**src/design/i3wf_pkg.sv**
```systemverilog
// Shared types and constants of the 3x3 window image filter.
package i3wf_pkg;

  localparam int PIX_W      = 8;
  localparam int MODE_W     = 3;
  localparam int CFG_IDX_W  = 2;
  localparam int CFG_DATA_W = 11;

  localparam int WIDTH_RESET  = 1024;
  localparam int HEIGHT_RESET = 1024;
  localparam int MIN_SIZE     = 3;

  localparam int FIFO_DEPTH = 8;
  localparam int FIFO_AW    = $clog2(FIFO_DEPTH);
  localparam int FIFO_CNT_W = $clog2(FIFO_DEPTH + 1);

  localparam logic [PIX_W-1:0] PIX_MAX = 8'd255;

  typedef enum logic [CFG_IDX_W-1:0] {
    CFG_FILTER_MODE  = 2'd0,
    CFG_IMAGE_WIDTH  = 2'd1,
    CFG_IMAGE_HEIGHT = 2'd2
  } cfg_reg_e;

  localparam logic [MODE_W-1:0] MODE_MEAN     = 3'd0;
  localparam logic [MODE_W-1:0] MODE_WMEAN    = 3'd1;
  localparam logic [MODE_W-1:0] MODE_LAPLACE  = 3'd2;
  localparam logic [MODE_W-1:0] MODE_GRADIENT = 3'd3;
  localparam logic [MODE_W-1:0] MODE_MEDIAN   = 3'd4;

  localparam logic REQ_PIXEL = 1'b0;
  localparam logic REQ_FLUSH = 1'b1;

  typedef logic [PIX_W-1:0] pix_t;
  // One window column, index 0 is the row above the center.
  typedef pix_t [2:0] col_t;
  // Whole window, index 0 is the left column.
  typedef col_t [2:0] win_t;

  typedef struct packed {
    logic valid;
    logic interior;
    logic last;
    pix_t raw;
  } item_t;

  typedef struct packed {
    logic valid;
    logic last;
    pix_t pixel;
  } res_t;

endpackage

```
**src/design/i3wf_col_cell.sv**
```systemverilog
// One column cell of the sliding 3x3 window.
module i3wf_col_cell import i3wf_pkg::*; (
  input  logic clk_i,
  input  logic rst_ni,
  input  logic shift_i,
  input  col_t col_i,
  output col_t col_o
);

  col_t col_q;

  always_ff @(posedge clk_i or negedge rst_ni) begin
    if (!rst_ni) begin
      col_q <= '0;
    end else if (shift_i) begin
      col_q <= col_i;
    end
  end

  assign col_o = col_q;

endmodule

```
**config.mk**
```make
export PLATFORM = sky130hd
export DESIGN_NAME = i3wf_col_cell
export DESIGN_NICKNAME = d
export VERILOG_FILES = /design/src/design/i3wf_pkg.sv /design/src/design/i3wf_col_cell.sv
export SDC_FILE = /design/constraint.sdc
export NUM_CORES = 1
export LEC_CHECK = 0
export BUFFER_PORTS_ARGS = -buffer_cell sky130_fd_sc_hd__clkbuf_2
export CORE_MARGIN = 3
export CORE_UTILIZATION = 39
export DETAILED_ROUTE_END_ITERATION = 12
export PLACE_DENSITY = 0.73
export SLEW_MARGIN = 20
export SYNTH_ARGS = -nofsm -noshare
export SYNTH_HDL_FRONTEND = slang
export SYNTH_SLANG_ARGS = --single-unit
```
**constraint.sdc**
```tcl
create_clock -name clk_i -period 0.85 [get_ports clk_i]
set_clock_uncertainty 0.2 [all_clocks]
set_input_delay 0.0425 -clock clk_i [delete_from_list [all_inputs] [get_ports clk_i]]
set_output_delay 0.0425 -clock clk_i [all_outputs]
set_load 0.005 [all_outputs]
```
==> key figures <==
Detailed routing
  – Routed vias/inst: 4.57
  – Detailed-route DRC error count: 0
  – Routed Antenna Nets: 0
  – Routed WL: 1820 um
  – DR vias: 626
  – Drt pass-1 iters: 2
  – Initial DRC Count: 4
  – Drt wl/cell: 13.3 um

Critical path
  – Reg2Reg Launch Point: col_o[12]$_DFFE_PN0P_
  – R2r worst-path depth: 2
  – Critical path startpoint category: flip-flop
  – Crit path max fanout: 2
  – WS Path Type: reg -> out
  – CP endpoint: col_o[12]
  – Largest stage delay, worst path: 0.41 ns
  – CP most frequent cell: buf_6
  – CP required: 0.61 ns
  – Critical Path End Type: output pin
  – R2R Setup Slk: -0.25 ns
  – WP data arrival: 0.93 ns
  – Setup crit start: col_o[12]$_DFFE_PN0P_
  – Crit-path cells: buf_6, buf_6
  – Worst r2r dst: col_o[12]$_DFFE_PN0P_
  – Slowest cell on the critical path: dfrtp_1

Timing
  – Worst Max-Slew Pin Slew: about 0.13 ns
  – Worst relative slew slack: approximately 91%
  – Minimum clock period: 1.17 ns
  – Final Cycle Share: 138%
  – Slew Viols, Final: 0
  – FMAX: about 0.85 GHz
  – Fin. Hold Viols: 24
  – Setup ws final: -0.324 ns
  – Final Setup Violations: 48
  – WHS: -0.240 ns
  – RSZ-0062 raised after global routing: true

Layout
  – Max reg flops: 24
  – Area Overhead vs Synth: 37.4%
  – Layout Nets: 137
  – Share of post-route cells with drive strength above 1: 77.1%
  – Final std cell area, no fill: 1370 um^2
  – N_diodes: 0

Yosys
  – Syn Area/Cell: 19.6 um^2
  – Yosys top cell area share: roughly three fifths
  – Cells after Synth: a little over 50
  – Register area share after synthesis: 60.2%
  – Register bit total from synthesis: 24
  – Synth Net Count: around 80
  – Yosys cell types: 5
  – Cell Area, Synth: around 1000 um^2
  – Yosys top cell by area: dfrtp_1
  – Synth area leaders: dfrtp_1, mux2_4, mux2_2
  – Yosys Warn Count: 0

CTS
  – Reg clk slew, reported paths: 0.13 ns
  – CTS Sinks: 24
  – Root Buffer Master: clkbuf_4
  – Clk Latency, worst-skew pair: about 0.3 ns
  – CTS tree: built
  – Num CTS Buffers: 3
  – H-Tree Depth: 1
  – Clock Tree Buf Depth: 2
  – Hold-fix buffer count after cts: 1

Worst hold path
  – Min-delay worst type: in -> reg

GRT
  – Global-route wire length before repair: 3120 um
  – Grt total ovfl: 0
  – Gr usage total: 12.3%
  – Largest net degree at the start of global routing: 25
  – Number of global-route vias before repair: 681
  – Met2 GRT Util: 20.6%
  – Met3 Use GR: between 2 and 2.5%
  – Initial antenna violation count: 0
  – Met1 usage: 16.0%
  – Busiest grt layer: met2

Placed design
  – Hpwl dp: ~1400 um
  – Placement-stage cell area: 1300 um^2
  – # port buffers: 50
  – GP Congestion: roughly 0.66
  – Place WS: -0.187 ns

Power and ir drop
  – Cell-internal power: 1.84 mW
  – Sequential Power Share: 55.4%
  – Share of total power in combinational logic: 20.4%
  – Sw Ratio: 22.6%
  – Clock power frac: roughly a quarter
  – Power Density: 1740 nW/um^2
  – P_leak: 0.739 nW
  – Switching Power: ~0.54 mW
  – Worst ir drop on vdd: 1.23 mV
  – PnR Total Power: 2.38 mW

Floorplan
  – Die H: about 57 um
  – Row cnt: 17
  – Die X: 56.6 um
  – # IOs: 51
  – Overall die area: 3200 um^2
  – Core footprint: 2320 um^2
  – Initial Util: 43.0%

Flow run
  – MaxCap Viol Count: 0

Outcome
  – Violated checks: hold timing, setup timing
  – Outcome: complete, but fails checks
==> cell type report <==
class,instances,area [um^2]
flip-flops and latches,24,601
multi-input cells,24,345
well taps,28,35.0
clock buffers,4,36.3
repair buffers,57,353
fillers,193,948
==> power groups by stage <==
stage / Sequential [mW] / Combinational, mW / Clock, mW
after floorplan: 1.35 / 0.225 / 0
after global placement: 1.34 / 0.458 / 0
after detailed placement: 1.34 / 0.466 / 0
after CTS: 1.32 / 0.480 / 0.604
after global routing: 1.34 / 0.526 / 0.665
final: 1.32 / 0.486 / 0.575
==> synthesized netlist by cell type (all sizes together) <==
| cell type | n |
|---|---|
| dfrtp | 24 |
| mux2 | 24 |
| buf | 3 |
==> per-layer routing <==
| metal | up-vias | routed length [um] |
|---|---|---|
| met4 | 0 | 13 |
| met2 | 20 | 935 |
| met5 | - | 0 |
| met1 | 311 | 767 |
| met3 | 2 | 106 |
| li1 | 293 | - |
==> cells by family after synthesis <==
| family | Yosys count | share of synthesized area [%] |
|---|---|---|
| buf+inv | 3 | 5.14 |
| flops | 24 | 60.2 |
| mux | 24 | 34.6 |
==> worst max-delay path, delay by kind of cell (launching register included) <==
kind	cells	cell delay, ns
buffers and inverters	2	0.22
DFF	1	0.41
==> stage by stage <==
step / utilization (%) / std cells / setup TNS, ns
floorplan: - / 51 / -2.32
CTS: 58.3 / 136 / -8.47
detailed placement: 56.0 / 130 / -3.27
finish: 59.1 / 137 / -8.09
global placement: 56.0 / 130 / -2.97
global route: 59.1 / 137 / -9.98
==> layout by cell type, fill, tap and decap left out <==
cell           count
buf_12             3
buf_2              1
buf_4              2
buf_6              2
clkbuf_2          48
clkbuf_4           3
clkbuf_8           1
dfrtp_1           24
dlygate4sd3_1      1
mux2_2             4
mux2_4            20
==> how the worst min path moves through the flow <==
stage,slack (ns),end,cells past startpoint,startpoint
2_1_floorplan,-0.45,col_o[0]$_DFFE_PN0P_,0,rst_ni
3_3_place_gp,-0.21,col_o[6]$_DFFE_PN0P_,2,rst_ni
3_5_place_dp,-0.20,col_o[21]$_DFFE_PN0P_,2,rst_ni
4_1_cts,-0.25,col_o[22]$_DFFE_PN0P_,2,col_i[22]
5_1_grt,-0.26,col_o[12]$_DFFE_PN0P_,2,col_i[12]
6_report,-0.24,col_o[22]$_DFFE_PN0P_,2,col_i[22]
==> repair_timing <==
item,4_1_cts,5_1_grt
endpoints found under the hold margin,48,24
gates resized for setup,0,3
setup endpoints to repair,48,48
setup buffers,1,1
(Power assumes the default switching activity.)
