==> src/design/i3wf_pkg.sv <==
// Shared types and constants of the 3x3 window image filter.
package i3wf_pkg;

  localparam int PIX_W      = 8;
  localparam int MODE_W     = 3;
  localparam int CFG_IDX_W  = 2;
  localparam int CFG_DATA_W = 11;

  localparam int WIDTH_RESET  = 1024;
  localparam int HEIGHT_RESET = 1024;
  localparam int MIN_SIZE     = 3;

  localparam int FIFO_DEPTH = 8;
  localparam int FIFO_AW    = $clog2(FIFO_DEPTH);
  localparam int FIFO_CNT_W = $clog2(FIFO_DEPTH + 1);

  localparam logic [PIX_W-1:0] PIX_MAX = 8'd255;

  typedef enum logic [CFG_IDX_W-1:0] {
    CFG_FILTER_MODE  = 2'd0,
    CFG_IMAGE_WIDTH  = 2'd1,
    CFG_IMAGE_HEIGHT = 2'd2
  } cfg_reg_e;

  localparam logic [MODE_W-1:0] MODE_MEAN     = 3'd0;
  localparam logic [MODE_W-1:0] MODE_WMEAN    = 3'd1;
  localparam logic [MODE_W-1:0] MODE_LAPLACE  = 3'd2;
  localparam logic [MODE_W-1:0] MODE_GRADIENT = 3'd3;
  localparam logic [MODE_W-1:0] MODE_MEDIAN   = 3'd4;

  localparam logic REQ_PIXEL = 1'b0;
  localparam logic REQ_FLUSH = 1'b1;

  typedef logic [PIX_W-1:0] pix_t;
  // One window column, index 0 is the row above the center.
  typedef pix_t [2:0] col_t;
  // Whole window, index 0 is the left column.
  typedef col_t [2:0] win_t;

  typedef struct packed {
    logic valid;
    logic interior;
    logic last;
    pix_t raw;
  } item_t;

  typedef struct packed {
    logic valid;
    logic last;
    pix_t pixel;
  } res_t;

endpackage

==> src/design/i3wf_filter.sv <==
// Filter arithmetic on the window: registered stages from window to result.
module i3wf_filter import i3wf_pkg::*; (
  input  logic              clk_i,
  input  logic              rst_ni,
  input  logic [MODE_W-1:0] mode_i,
  input  item_t             item_i,
  input  win_t              win_i,
  output res_t              res_o
);

  localparam int SumW  = 12;
  localparam int LapW  = 10;
  localparam int ProdW = 25;
  localparam int RecipShift = 16;
  // Reciprocals of 9 and 12 scaled by 2^16, exact after truncation for these sums.
  localparam logic [12:0] MeanRecip  = 13'd7282;
  localparam logic [12:0] WmeanRecip = 13'd5462;
  localparam logic [LapW-1:0] SatIn = LapW'(PIX_MAX >> 2);
  localparam logic [3:0] HalfDiv = 4'd6;

  function automatic pix_t max2(input pix_t a, input pix_t b);
    return (a > b) ? a : b;
  endfunction

  function automatic pix_t min2(input pix_t a, input pix_t b);
    return (a < b) ? a : b;
  endfunction

  function automatic pix_t med3(input pix_t a, input pix_t b, input pix_t c);
    return max2(min2(a, b), min2(max2(a, b), c));
  endfunction

  function automatic pix_t absdiff(input pix_t a, input pix_t b);
    return (a > b) ? a - b : b - a;
  endfunction

  // First stage: sums, differences and the per-row sort of the median.
  pix_t            c_px, up_px, dn_px, lf_px, rt_px;
  logic [SumW-1:0] sum9;
  logic [LapW-1:0] lap_a, lap_b;
  pix_t [2:0]      lo, mi, hi;

  always_comb begin
    c_px  = win_i[1][1];
    up_px = win_i[1][0];
    dn_px = win_i[1][2];
    lf_px = win_i[0][1];
    rt_px = win_i[2][1];
    sum9  = '0;
    for (int j = 0; j < 3; j++) begin
      sum9 = sum9 + SumW'(win_i[j][0]) + SumW'(win_i[j][1]) + SumW'(win_i[j][2]);
    end
    lap_a = {c_px, 2'b00};
    lap_b = LapW'(up_px) + LapW'(dn_px) + LapW'(lf_px) + LapW'(rt_px);
    for (int k = 0; k < 3; k++) begin
      lo[k] = min2(min2(win_i[0][k], win_i[1][k]), win_i[2][k]);
      hi[k] = max2(max2(win_i[0][k], win_i[1][k]), win_i[2][k]);
      mi[k] = med3(win_i[0][k], win_i[1][k], win_i[2][k]);
    end
  end

  item_t           s3_item_q;
  logic [SumW-1:0] s3_mean_x_q, s3_wsum_q;
  logic [LapW-1:0] s3_lap_q;
  pix_t            s3_g1_q, s3_g2_q;
  pix_t [2:0]      s3_lo_q, s3_mi_q, s3_hi_q;

  always_ff @(posedge clk_i or negedge rst_ni) begin
    if (!rst_ni) begin
      s3_item_q <= '0;
    end else begin
      s3_item_q <= item_i;
    end
  end

  always_ff @(posedge clk_i) begin
    s3_mean_x_q <= sum9 + SumW'(4);
    s3_wsum_q   <= sum9 + SumW'(c_px) + SumW'({c_px, 1'b0});
    s3_lap_q    <= (lap_a > lap_b) ? lap_a - lap_b : lap_b - lap_a;
    s3_g1_q     <= absdiff(c_px, rt_px);
    s3_g2_q     <= absdiff(c_px, up_px);
    s3_lo_q     <= lo;
    s3_mi_q     <= mi;
    s3_hi_q     <= hi;
  end

  // Second stage: reciprocal products, saturation, median partial picks.
  logic [ProdW-1:0] mean_p, wmean_p;
  pix_t             grad_max, lap_sat, grad_sat;

  always_comb begin
    mean_p   = ProdW'(s3_mean_x_q) * ProdW'(MeanRecip);
    wmean_p  = ProdW'(s3_wsum_q) * ProdW'(WmeanRecip);
    grad_max = max2(s3_g1_q, s3_g2_q);
    lap_sat  = (s3_lap_q > SatIn) ? PIX_MAX : {s3_lap_q[5:0], 2'b00};
    grad_sat = (LapW'(grad_max) > SatIn) ? PIX_MAX : {grad_max[5:0], 2'b00};
  end

  item_t           s4_item_q;
  pix_t            s4_mean_q, s4_wq_q, s4_lap_q, s4_grad_q;
  logic [SumW-1:0] s4_wsum_q;
  pix_t            s4_mlo_q, s4_mmi_q, s4_mhi_q;

  always_ff @(posedge clk_i or negedge rst_ni) begin
    if (!rst_ni) begin
      s4_item_q <= '0;
    end else begin
      s4_item_q <= s3_item_q;
    end
  end

  always_ff @(posedge clk_i) begin
    s4_mean_q <= mean_p[RecipShift +: PIX_W];
    s4_wq_q   <= wmean_p[RecipShift +: PIX_W];
    s4_wsum_q <= s3_wsum_q;
    s4_lap_q  <= lap_sat;
    s4_grad_q <= grad_sat;
    s4_mlo_q  <= max2(max2(s3_lo_q[0], s3_lo_q[1]), s3_lo_q[2]);
    s4_mmi_q  <= med3(s3_mi_q[0], s3_mi_q[1], s3_mi_q[2]);
    s4_mhi_q  <= min2(min2(s3_hi_q[0], s3_hi_q[1]), s3_hi_q[2]);
  end

  // Last stage: round half to even for the weighted mean, then pick by mode.
  logic [SumW-1:0] rem12;
  logic [3:0]      rem;
  logic            round_up;
  pix_t            wmean, value;

  always_comb begin
    rem12    = s4_wsum_q - SumW'({s4_wq_q, 3'b000}) - SumW'({s4_wq_q, 2'b00});
    rem      = rem12[3:0];
    round_up = (rem > HalfDiv) || ((rem == HalfDiv) && s4_wq_q[0]);
    wmean    = (round_up && (s4_wq_q != PIX_MAX)) ? s4_wq_q + 8'd1 : s4_wq_q;
    value    = s4_item_q.raw;
    if (s4_item_q.interior) begin
      case (mode_i)
        MODE_MEAN:     value = s4_mean_q;
        MODE_WMEAN:    value = wmean;
        MODE_LAPLACE:  value = s4_lap_q;
        MODE_GRADIENT: value = s4_grad_q;
        MODE_MEDIAN:   value = med3(s4_mlo_q, s4_mmi_q, s4_mhi_q);
        default:       value = s4_item_q.raw;
      endcase
    end
  end

  assign res_o.valid = s4_item_q.valid;
  assign res_o.last  = s4_item_q.last;
  assign res_o.pixel = value;

endmodule

==> config.mk <==
export PLATFORM = sky130hd
export DESIGN_NAME = i3wf_filter
export DESIGN_NICKNAME = d
export VERILOG_FILES = /design/src/design/i3wf_pkg.sv /design/src/design/i3wf_filter.sv
export SDC_FILE = /design/constraint.sdc
export NUM_CORES = 1
export LEC_CHECK = 0
export ABC_CLOCK_PERIOD_IN_PS = 5800
export BUFFER_PORTS_ARGS = -buffer_cell sky130_fd_sc_hd__buf_2
export CAP_MARGIN = 15
export CORE_MARGIN = 2
export CORE_UTILIZATION = 55
export DETAILED_ROUTE_END_ITERATION = 8
export GPL_ROUTABILITY_DRIVEN = 1
export PLACE_DENSITY = 0.74
export SLEW_MARGIN = 20
export SYNTH_ARGS = -nofsm -noshare
export SYNTH_HDL_FRONTEND = slang
export SYNTH_SLANG_ARGS = --single-unit
==> constraint.sdc <==
create_clock -name clk_i -period 5.8 [get_ports clk_i]
set_clock_uncertainty 0.1 [all_clocks]
set_input_delay 0.58 -clock clk_i [delete_from_list [all_inputs] [get_ports clk_i]]
set_output_delay 0.58 -clock clk_i [all_outputs]
set_load 0.01 [all_outputs]
==> out/metrics.sh, run 1 <==
OUTCOME='finished with violations'
VIOLATIONS='negative setup slack'
MAX_CAP_VIOLATIONS=0
CORE_AREA_UM2=38500
MASTER_OF_THE_SLOWEST_INSTANCE_ON_THE_CRITICAL_PATH='sky130_fd_sc_hd__a221o_1'
AVGVIACOUNTPERCELL=5.67
TIMING.CRITICAL_PATH.TO_TYPE='output pin'
FINAL_NET_COUNT=3166
PLACE_WS_NS=-0.314
WORSTHOLDSTART='item_i[6]'
WIRE_PER_INST_UM=19.2
PORTBUFFERS=97
PLACEMENT_ROWS=72
FINALWEIGHTEDCONGESTION=1.02
HOLD-PATH-CELL-COUNT=1
CLKSINKCOUNT=202
CRITICAL_PATH_PEAK_FANOUT=8
DRT-TOTAL-WL_MM=58.7
DETAILEDPLACEMENTHPWL_MM=49.8
DIE-HEIGHT_UM=201
WORST-ENDPOINT-ARRIVAL_NS=5.57
POST_SYNTH_MOST_FREQUENT_CELLS='sky130_fd_sc_hd__ha_1 (401), sky130_fd_sc_hd__inv_1 (394), sky130_fd_sc_hd__dfxtp_1 (180)'
MIN_DELAY_WORST_ENDPOINT='s3_item_q[6]'
CLK_PATH_BUF_DEPTH=3
CRITICAL_PATH.STARTPOINT_TYPE='flip-flop'
POST-SYNTH-TOP-AREA-CELL='sky130_fd_sc_hd__ha_1'
FIRSTDRTPASSITERS=7
CLOCK_INSERTION_DELAY_WORST_SKEW_NS=0.54
SYNTH-SEQ-CELLS=202
FINALSETUPVIOLATIONS=8
CPPEAKSTAGEDELAY_NS=0.36
DRIVE_GT1_SHARE_PCT=18.1
CTS_MAX_LEVEL=1
INITIAL_UTILIZATION_PCT=55.5
FIN_CRIT_NS=6.25
SYNTH-EDFF-COUNT=0
SYNTH.YOSYS.WARNINGS=0
RSZ0062_AT_GRT='true'
R2R_SETUP_SLACK_NS=0.46
FMAXACHIEVABLE_GHz=0.160
SEQ_AREA_UM2=4170
CLKSLEWWORSTSETUPHOLDPATHS_NS=0.06
TRACK_USAGE_PCT=29.1
FLOORPLAN.IO_PINS=98
TIMING_WORST_SLEW_PIN_VALUE_NS=1.14
SYN2LAYOUT_AREA_GROWTH_PCT=14.8
ANTENNA_FOUND_INITIAL=0
SYN_AVG_CELL_AREA_UM2=9.30
FINALHOLDWORSTSLACK_NS=0.0465
SYNTH_CELLS=2297
MULTI_INPUT_COMB_AREA_UM2=15800
POSTSYNTHNETCOUNT=2938
SETUP_SLACK_NS=-0.452
FIRST_ITER_VIOLATIONS=1033
CTS_BUFFER_COUNT=23
HOLD_VIOL_FINAL=0
DRT.ANTENNA.VIOLATING_NETS=0
ANTENNA_DIODE_INSTANCE_COUNT=0
SYNTHESIS.AREA_UM2=21400
MAXSLEWVIOLCOUNT=0
R2R-END='s4_mmi_q[7]'
YS.FLOP_TYPE='sky130_fd_sc_hd__dfxtp_1'
SYNTH.YOSYS.SEQ_AREA_SHARE_PCT=19.4
SYNTH-ASYNC-RESET-RATIO_PCT=10.9
VIAS=17400
DIEAREA_UM2=40400
POST-SYNTH-TOP-AREA-FRACTION_PCT=23.5
CTS_TREE='yes'
TIMING_WORST_SETUP_PATH_TYPE='flip-flop to output pin'
REQUIRED_NS=5.12
FINAL_CORE_OCC_PCT=63.7
GRT_PASS1_WL_MM=92.8
MIN_PATH_TYPE='input pin to flip-flop'
DRC=0
REG2REG_DEPTH=24
NFILLCELLS=3198
LAYOUT.CELLS.NON_FILLER=3059
CRITICAL_PATH.REG2REG.STARTPOINT='s3_mi_q[9]'
NUMPLACEDINSTANCES=3004
SLEW-LIMIT-HEADROOM_PCT=24.3
YOSYS.CELL_COUNT.TOP_TYPE='sky130_fd_sc_hd__ha_1'
GRT_MAX_DEGREE=23
SYNTHTOPCELLSBYAREA='sky130_fd_sc_hd__ha_1 (23%), sky130_fd_sc_hd__dfxtp_1 (17%), sky130_fd_sc_hd__fa_1 (14%)'
YOSYS.CELL_TYPES.COUNT=80
CTS.ROOT.BUFFER_CELL='sky130_fd_sc_hd__clkbuf_16'
FIN_CRIT_SHARE_PCT=108
DIE_WIDTH_UM=201
GLOBALROUTEOVERFLOWTOTAL=0
NUMBER_OF_GLOBAL_ROUTE_VIAS_BEFORE_REPAIR=17800
cell usage in the layout (no fill, tap or decap), types with 25 or more instances in the layout:
cell / n
sky130_fd_sc_hd__xnor2_1: 50
sky130_fd_sc_hd__o21ai_0: 94
sky130_fd_sc_hd__nor2b_1: 25
sky130_fd_sc_hd__a21oi_1: 104
sky130_fd_sc_hd__nor2_1: 70
sky130_fd_sc_hd__buf_2: 97
sky130_fd_sc_hd__nand4_1: 29
sky130_fd_sc_hd__ha_1: 392
sky130_fd_sc_hd__nand2b_1: 27
sky130_fd_sc_hd__dfxtp_1: 171
sky130_fd_sc_hd__mux2_2: 83
sky130_fd_sc_hd__buf_4: 136
sky130_fd_sc_hd__fa_1: 149
sky130_fd_sc_hd__nand2_1: 117
sky130_fd_sc_hd__nor3_1: 35
sky130_fd_sc_hd__o21ai_1: 46
sky130_fd_sc_hd__a21o_1: 49
sky130_fd_sc_hd__mux2i_1: 84
sky130_fd_sc_hd__nand3_1: 37
sky130_fd_sc_hd__inv_1: 389
through the flow:
| stage | cell area, um^2 | TNS, ns |
|---|---|---|
| after global routing | 24500 | -5.28 |
| after detailed placement | 23400 | -1.25 |
| after CTS | 24400 | -2.99 |
| after floorplan | 21400 | -0.0142 |
| after global placement | 23400 | -0.477 |
| final | 24500 | -3.27 |
final cells by class:
type | instances | area share (%)
multi-input combinational | 1661 | 64.5
sequential | 202 | 17.0
tap | 518 | 2.64
clock buffer | 27 | 2.53
inverter | 395 | 6.06
clock inverter | 14 | 0.668
timing repair buffer | 242 | 6.64
registers in the layout, indices dropped and copies added, names as in the netlist:
name and cells:
s3_hi_q 24, s3_lo_q 24, s3_mi_q 24, s3_mean_x_q 12, s3_wsum_q 12, s3_item_q 11
s3_lap_q 10, s4_item_q 9, s3_g1_q 8, s3_g2_q 8, s4_mean_q 8, s4_mhi_q 8
s4_mlo_q 8, s4_mmi_q 8, s4_wq_q 8, s4_grad_q 7, s4_lap_q 7, s4_wsum_q 4
res_o 2
worst max-delay path, delay by kind of cell (launching register included):
kind,cells,cell delay [ns]
mux,1,0.20
fa+ha+maj,3,0.71
flops,1,0.34
buf+inv,5,0.61
simple gates,6,0.66
compound gates,13,2.47
cells by family (layout without fill, tap and decap cells):
group	count (synthesis)	after routing	share of synthesized area [%]
AND/OR/NAND/NOR	405	405	9.35
XOR/XNOR	73	73	2.99
adder cells (fa/ha/maj)	553	553	37.7
AO/OA/AOI/OAI	451	451	13.5
buffers and inverters	434	678	7.88
flip-flops	202	202	19.4
multiplexers	179	179	9.09
layer usage:
metal / GRT usage (%) / vias to the layer above / part of all wire (%)
met5: 0 / - / 0
met4: 10.7 / 0 / 3.8
met2: 48.7 / 586 / 46
li1: - / 8346 / -
met1: 38.0 / 8294 / 43
met3: 4.78 / 131 / 6.9
worst max-delay path by stage:
stage,startpoint,endpoint,cells past startpoint
2_1_floorplan,win_i[33],s3_wsum_q[11],24
3_3_place_gp,win_i[2],s3_wsum_q[11],21
3_5_place_dp,win_i[2],s3_wsum_q[11],21
4_1_cts,s4_mmi_q[3],res_o[2],29
5_1_grt,s4_mmi_q[3],res_o[2],29
6_report,s4_mmi_q[3],res_o[2],28
what timing repair did:
item | in CTS | in global routing
gates resized for setup | 44 | 20
hold buffers | 1 | 0
buffers inserted | 10 | 1
cloned | 1 | 0
endpoints found under the hold margin | 22 | 0
setup endpoints to repair | 8 | 15
pin swaps | 28 | 16
Power of run 1 is left out: the tool's default activity adds up to more than one toggle a clock period on the data nets, which glitch-free logic cannot reach.
==> run 2, diff against run 1 <==
--- a/config.mk
+++ b/config.mk
@@ -12,7 +12,7 @@
 export CORE_UTILIZATION = 55
 export DETAILED_ROUTE_END_ITERATION = 8
 export GPL_ROUTABILITY_DRIVEN = 1
-export PLACE_DENSITY = 0.74
+export PLACE_DENSITY = 0.76
 export SLEW_MARGIN = 20
 export SYNTH_ARGS = -nofsm -noshare
 export SYNTH_HDL_FRONTEND = slang
==> run 2 against run 1 <==
Against the previous run:
- global-route usage increased by 0.65 points
- sequential share of layout area shrank 0.15 points
- maximum frequency rose by 0.67%
- die area unchanged
- non-clock buffer count increased by 16
- the run still ends with negative setup slack left
- hold slack is essentially flat
- via count rose by 0.65%
==> out/metrics.sh, run 2 (synthesis results as in run 1) <==
OUTCOME='finished with violations'
VIOLATIONS='negative setup slack'
ANTENNA_FOUND_INITIAL=2
WORST-ENDPOINT-ARRIVAL_NS=5.53
R2R_SETUP_SLACK_NS=0.44
WL_MET2_MM=28.1
LAYOUT.CELLS.NON_FILLER=3077
DIE_WIDTH_UM=201
PLACEMENT_ROWS=72
CRIT_BUF_INV=6
FINALWEIGHTEDCONGESTION=1.03
FIRST_ITER_VIOLATIONS=1088
DIE-HEIGHT_UM=201
WIRE_PER_INST_UM=19.5
MOSTFREQUENTLAYOUTCELLS='sky130_fd_sc_hd__ha_1 (391), sky130_fd_sc_hd__inv_1 (389), sky130_fd_sc_hd__dfxtp_1 (171)'
GRT_MAX_DEGREE=23
REQUIRED_NS=5.12
GLOBALROUTEOVERFLOWTOTAL=0
AVGVIACOUNTPERCELL=5.68
PORTBUFFERS=97
CTS_BUFFER_COUNT=23
GRT_PASS1_WL_MM=94.8
CRITPATHTOPFAMILY='compound AO/OA/AOI/OAI gates'
CTS_MAX_LEVEL=1
CPPEAKSTAGEDELAY_NS=0.40
FIN_CRIT_SHARE_PCT=107
RSZ0062_AT_GRT='true'
MULTI_INPUT_COMB_AREA_UM2=15900
DRT-TOTAL-WL_MM=60.0
DR_TOP_LAYER='met5'
MIN_PATH_TYPE='input pin to flip-flop'
SYN2LAYOUT_AREA_GROWTH_PCT=15.8
FINALSETUPVIOLATIONS=8
CLK_PATH_BUF_DEPTH=3
SLEW-LIMIT-HEADROOM_PCT=40.5
TIMING.CRITICAL_PATH.TO_TYPE='output pin'
TIMING_WORST_SLEW_PIN_VALUE_NS=0.887
TIMING_WORST_SETUP_PATH_TYPE='flip-flop to output pin'
FLOORPLAN.IO_PINS=98
MET3ROUTEDLENGTH_MM=3.96
DRT.ANTENNA.VIOLATING_NETS=0
INITIAL_UTILIZATION_PCT=55.5
CTS.ROOT.BUFFER_CELL='sky130_fd_sc_hd__clkbuf_16'
LARGEST_REGISTERS='s3_hi_q (24), s3_lo_q (24), s3_mi_q (24)'
DRC=0
NFILLCELLS=3144
FMAXACHIEVABLE_GHz=0.161
NUMBER_OF_GLOBAL_ROUTE_VIAS_BEFORE_REPAIR=18200
SEQ_AREA_UM2=4170
FINAL_NET_COUNT=3182
CLOCK_INSERTION_DELAY_WORST_SKEW_NS=0.54
CRITICAL_PATH_PEAK_FANOUT=8
DETAILEDPLACEMENTHPWL_MM=50.7
LAYOUT.CELLS.MOST_COMMON='sky130_fd_sc_hd__ha_1'
DRIVE_GT1_SHARE_PCT=18.6
SETUP_SLACK_NS=-0.410
FIN_CRIT_NS=6.21
TRACK_USAGE_PCT=29.8
CLKSLEWWORSTSETUPHOLDPATHS_NS=0.06
CRITICAL_PATH.STARTPOINT_TYPE='flip-flop'
VIAS=17500
MAXSLEWVIOLCOUNT=0
FIRSTDRTPASSITERS=5
FIN_SETUP_TNS_NS=-2.97
DIEAREA_UM2=40400
CLKSINKCOUNT=202
MASTER_OF_THE_SLOWEST_INSTANCE_ON_THE_CRITICAL_PATH='sky130_fd_sc_hd__a221o_1'
MAX_CAP_VIOLATIONS=0
CTS_TREE='yes'
HOLD_VIOL_FINAL=0
NUMPLACEDINSTANCES=3010
CORE_AREA_UM2=38500
MET1_LENGTH_MM=25.5
-- run 2: changes by cell type in the layout (fill, tap and decap cells not counted), sizes merged --
cell,before,now
diode,0,1
clkinvlp,5,3
clkinv,4,5
inv,398,399
clkbuf,28,29
buf,240,256
-- run 2: area by class of cell --
class	count	share of cell area [%]
antenna	1	0.0101
tap	518	2.62
multi-input combinational	1661	64.1
clock inverter	14	0.657
timing repair buffer	258	7.15
inverter	395	6.01
sequential	202	16.8
clock buffer	28	2.61
-- run 2: worst paths after layout --
check	startpoint	end	depth (start not counted)
max	s4_mmi_q[3]	res_o[7]	26
min	item_i[7]	s3_item_q[7]	1
max reg2reg	s3_mi_q[13]	s4_mmi_q[6]	23
min reg2reg	s3_item_q[1]	s4_item_q[1]	0
max in group asynchronous	rst_ni	res_o[9]	2
min in group asynchronous	rst_ni	s4_item_q[6]	2
-- run 2: repair_timing --
item	CTS	global route
hold buffers	1	0
resized for setup	43	26
pin swaps	33	21
gates cloned	2	0
hold endpoints to repair	22	0
setup endpoints to repair	8	12
setup buffers	14	5
-- run 2: layer usage --
| layer | vias to the layer above | global-route usage (%) |
|---|---|---|
| met3 | 157 | 5.41 |
| met5 | - | 0 |
| met4 | 4 | 11.8 |
| met2 | 565 | 50.9 |
| met1 | 8370 | 37.3 |
| li1 | 8373 | - |
-- run 2: metrics by stage --
step                utilization, %  setup slack, ns  hold slack [ns]  cell area [um^2]
CTS                           63.8           -0.402           0.0272             24500
global route                  64.3           -0.724           0.0324             24700
detailed placement            60.9           -0.397            0.237             23400
global placement              60.9           -0.354            0.235             23400
floorplan                        -          -0.0142            0.184             21400
finish                        64.3           -0.410           0.0468             24700
Power of run 2 is left out for the same reason.
==> run 3, diff against run 2 <==
--- a/config.mk
+++ b/config.mk
@@ -8,12 +8,13 @@
 export ABC_CLOCK_PERIOD_IN_PS = 5800
 export BUFFER_PORTS_ARGS = -buffer_cell sky130_fd_sc_hd__buf_2
 export CAP_MARGIN = 15
+export CORE_ASPECT_RATIO = 2
 export CORE_MARGIN = 2
 export CORE_UTILIZATION = 55
 export DETAILED_ROUTE_END_ITERATION = 8
 export GPL_ROUTABILITY_DRIVEN = 1
-export PLACE_DENSITY = 0.76
-export SLEW_MARGIN = 20
+export PLACE_DENSITY = 0.75
+export SLEW_MARGIN = 10
 export SYNTH_ARGS = -nofsm -noshare
 export SYNTH_HDL_FRONTEND = slang
 export SYNTH_SLANG_ARGS = --single-unit
==> run 3 against run 2 <==
Against the previous run:
- the run still ends with negative setup slack left
- critical path depth down 1
- sequential share of layout area about the same
- utilization down 0.30 points
- critical path type unchanged
- critical endpoint is now res_o[0]
- largest cell class unchanged
==> out/metrics.sh, run 3 (synthesis results as in run 1) <==
OUTCOME='finished with violations'
VIOLATIONS='negative setup slack'
CTS_TREE='yes'
TIMING_WORST_SLEW_PIN_VALUE_NS=1.18
MOSTFREQUENTLAYOUTCELLS='sky130_fd_sc_hd__ha_1 (390), sky130_fd_sc_hd__inv_1 (389), sky130_fd_sc_hd__dfxtp_1 (173)'
CRITICAL_PATH.STARTPOINT_TYPE='flip-flop'
MIN_PATH_TYPE='input pin to flip-flop'
R2R_SETUP_SLACK_NS=0.51
MAX_CAP_VIOLATIONS=0
WORST-ENDPOINT-ARRIVAL_NS=5.69
FINAL_CORE_OCC_PCT=64.0
SETUP_SLACK_NS=-0.572
PLACEMENT_ROWS=102
GLOBALROUTEOVERFLOWTOTAL=0
DRIVE_GT1_SHARE_PCT=18.9
FINALHOLDWORSTSLACK_NS=0.0504
FINALWEIGHTEDCONGESTION=1.03
FIN_CRIT_NS=6.37
ANTENNA_FOUND_INITIAL=0
DIEAREA_UM2=40500
CORE_AREA_UM2=38500
DRT.ANTENNA.VIOLATING_NETS=0
FINALSETUPVIOLATIONS=8
HOLD-PATH-CELL-COUNT=1
NFILLCELLS=3253
CLK_PATH_BUF_DEPTH=3
TIMING.CRITICAL_PATH.TO_TYPE='output pin'
FIN_SETUP_TNS_NS=-4.25
CTS.ROOT.BUFFER_CELL='sky130_fd_sc_hd__clkbuf_16'
CTS_MAX_LEVEL=1
REG2REG_DEPTH=23
SYN2LAYOUT_AREA_GROWTH_PCT=15.5
CRITICAL_PATH_PEAK_FANOUT=7
TRACK_USAGE_PCT=32.5
FIRST_ITER_VIOLATIONS=806
FINAL_NET_COUNT=3188
LAYOUT.CELLS.MOST_COMMON='sky130_fd_sc_hd__ha_1'
AVGVIACOUNTPERCELL=5.79
REQUIRED_NS=5.12
CLOCK_INSERTION_DELAY_WORST_SKEW_NS=0.52
DIE-HEIGHT_UM=283
FIRSTDRTPASSITERS=5
DETAILEDPLACEMENTHPWL_MM=55.8
TIMING_WORST_SETUP_PATH_TYPE='flip-flop to output pin'
SLEW-LIMIT-HEADROOM_PCT=21.2
RSZ0062_AT_GRT='true'
CLKSLEWWORSTSETUPHOLDPATHS_NS=0.07
FIN_CRIT_SHARE_PCT=110
STDCELL_AREA_UM2=24700
DIE_WIDTH_UM=143
HOLD_VIOL_FINAL=0
VIAS=17800
ANTENNA_DIODE_INSTANCE_COUNT=0
PLACED_INSTANCE_AREA_UM2=23500
INITIAL_UTILIZATION_PCT=55.4
NUMBER_OF_GLOBAL_ROUTE_VIAS_BEFORE_REPAIR=19500
GRT_MAX_DEGREE=23
PORTBUFFERS=97
GRT_PASS1_WL_MM=100
DRT-TOTAL-WL_MM=65.1
CLKSINKCOUNT=202
FLOORPLAN.IO_PINS=98
CTS_BUFFER_COUNT=21
WIRE_PER_INST_UM=21.1
DRC=0
FMAXACHIEVABLE_GHz=0.157
MAXSLEWVIOLCOUNT=0
LARGEST_REGISTERS='s3_hi_q (24), s3_lo_q (24), s3_mi_q (24)'
[run 3: changes by cell type in the layout (fill, tap and decap cells not counted), sizes merged]
cell / change
clkinvlp: -1
clkinv: -1
buf: +8
clkbuf: -5
inv: +1
diode: -1
[run 3: area by class of cell]
type	count	area (um^2)	share of cell area [%]
Tap cell	520	651	2.64
Timing Repair Buffer	266	1800	7.29
Clock inverter	13	159	0.644
Inverter	395	1490	6.02
Multi-Input combinational cell	1661	15900	64.3
Sequential cell	202	4160	16.9
Clock buffer	23	554	2.25
[run 3: final timing paths]
kind	startpoint	to
min in group asynchronous	rst_ni	s3_item_q[5]
max reg2reg	s3_mi_q[9]	s4_mmi_q[3]
max	s4_mlo_q[1]	res_o[0]
max in group asynchronous	rst_ni	s3_item_q[7]
min reg2reg	s3_item_q[7]	s4_item_q[7]
min	item_i[0]	s3_item_q[0]
[run 3: critical path, stage by stage, from the launching register on]
cell and delay, ns:
sky130_fd_sc_hd__dfxtp_1 0.40, sky130_fd_sc_hd__ha_4 0.23, sky130_fd_sc_hd__nor2b_1 0.14, sky130_fd_sc_hd__o21ai_2 0.13, sky130_fd_sc_hd__nand2_1 0.08, sky130_fd_sc_hd__a221o_1 0.39
sky130_fd_sc_hd__and2_4 0.21, sky130_fd_sc_hd__o21ai_4 0.18, sky130_fd_sc_hd__ha_4 0.23, sky130_fd_sc_hd__a211oi_2 0.31, sky130_fd_sc_hd__nand2_2 0.14, sky130_fd_sc_hd__buf_4 0.16
sky130_fd_sc_hd__nor3_2 0.15, sky130_fd_sc_hd__a211o_1 0.26, sky130_fd_sc_hd__buf_6 0.15, sky130_fd_sc_hd__mux2i_1 0.21, sky130_fd_sc_hd__ha_1 0.28, sky130_fd_sc_hd__and3_4 0.19
sky130_fd_sc_hd__o21ai_2 0.06, sky130_fd_sc_hd__a21boi_1 0.08, sky130_fd_sc_hd__o31ai_1 0.26, sky130_fd_sc_hd__buf_4 0.20, sky130_fd_sc_hd__nand2b_4 0.14, sky130_fd_sc_hd__o221ai_4 0.13
sky130_fd_sc_hd__o32a_1 0.32, sky130_fd_sc_hd__buf_2 0.14
[run 3: timing repair]
action	4_1_cts	5_1_grt
hold buffers	1	0
gates resized for setup	45	30
buffers inserted	14	7
endpoints found under the setup margin	8	17
endpoints found under the hold margin	22	0
pin swaps	27	33
[run 3: metrics by stage]
step | cells | worst slack (ns)
2_1_floorplan | 2297 | -0.0142
3_3_place_gp | 3023 | -0.354
3_5_place_dp | 3023 | -0.401
4_1_cts | 3073 | -0.485
5_1_grt | 3080 | -0.760
6_report | 3080 | -0.572
[run 3: layer usage]
metal	part of all wire (%)	vias up	GRT usage [%]
met5	0	-	0
met4	11	0	29.6
met2	53	639	61.5
met3	3.6	332	3.39
met1	33	8460	29.5
li1	-	8387	-
Power of run 3 is left out for the same reason.
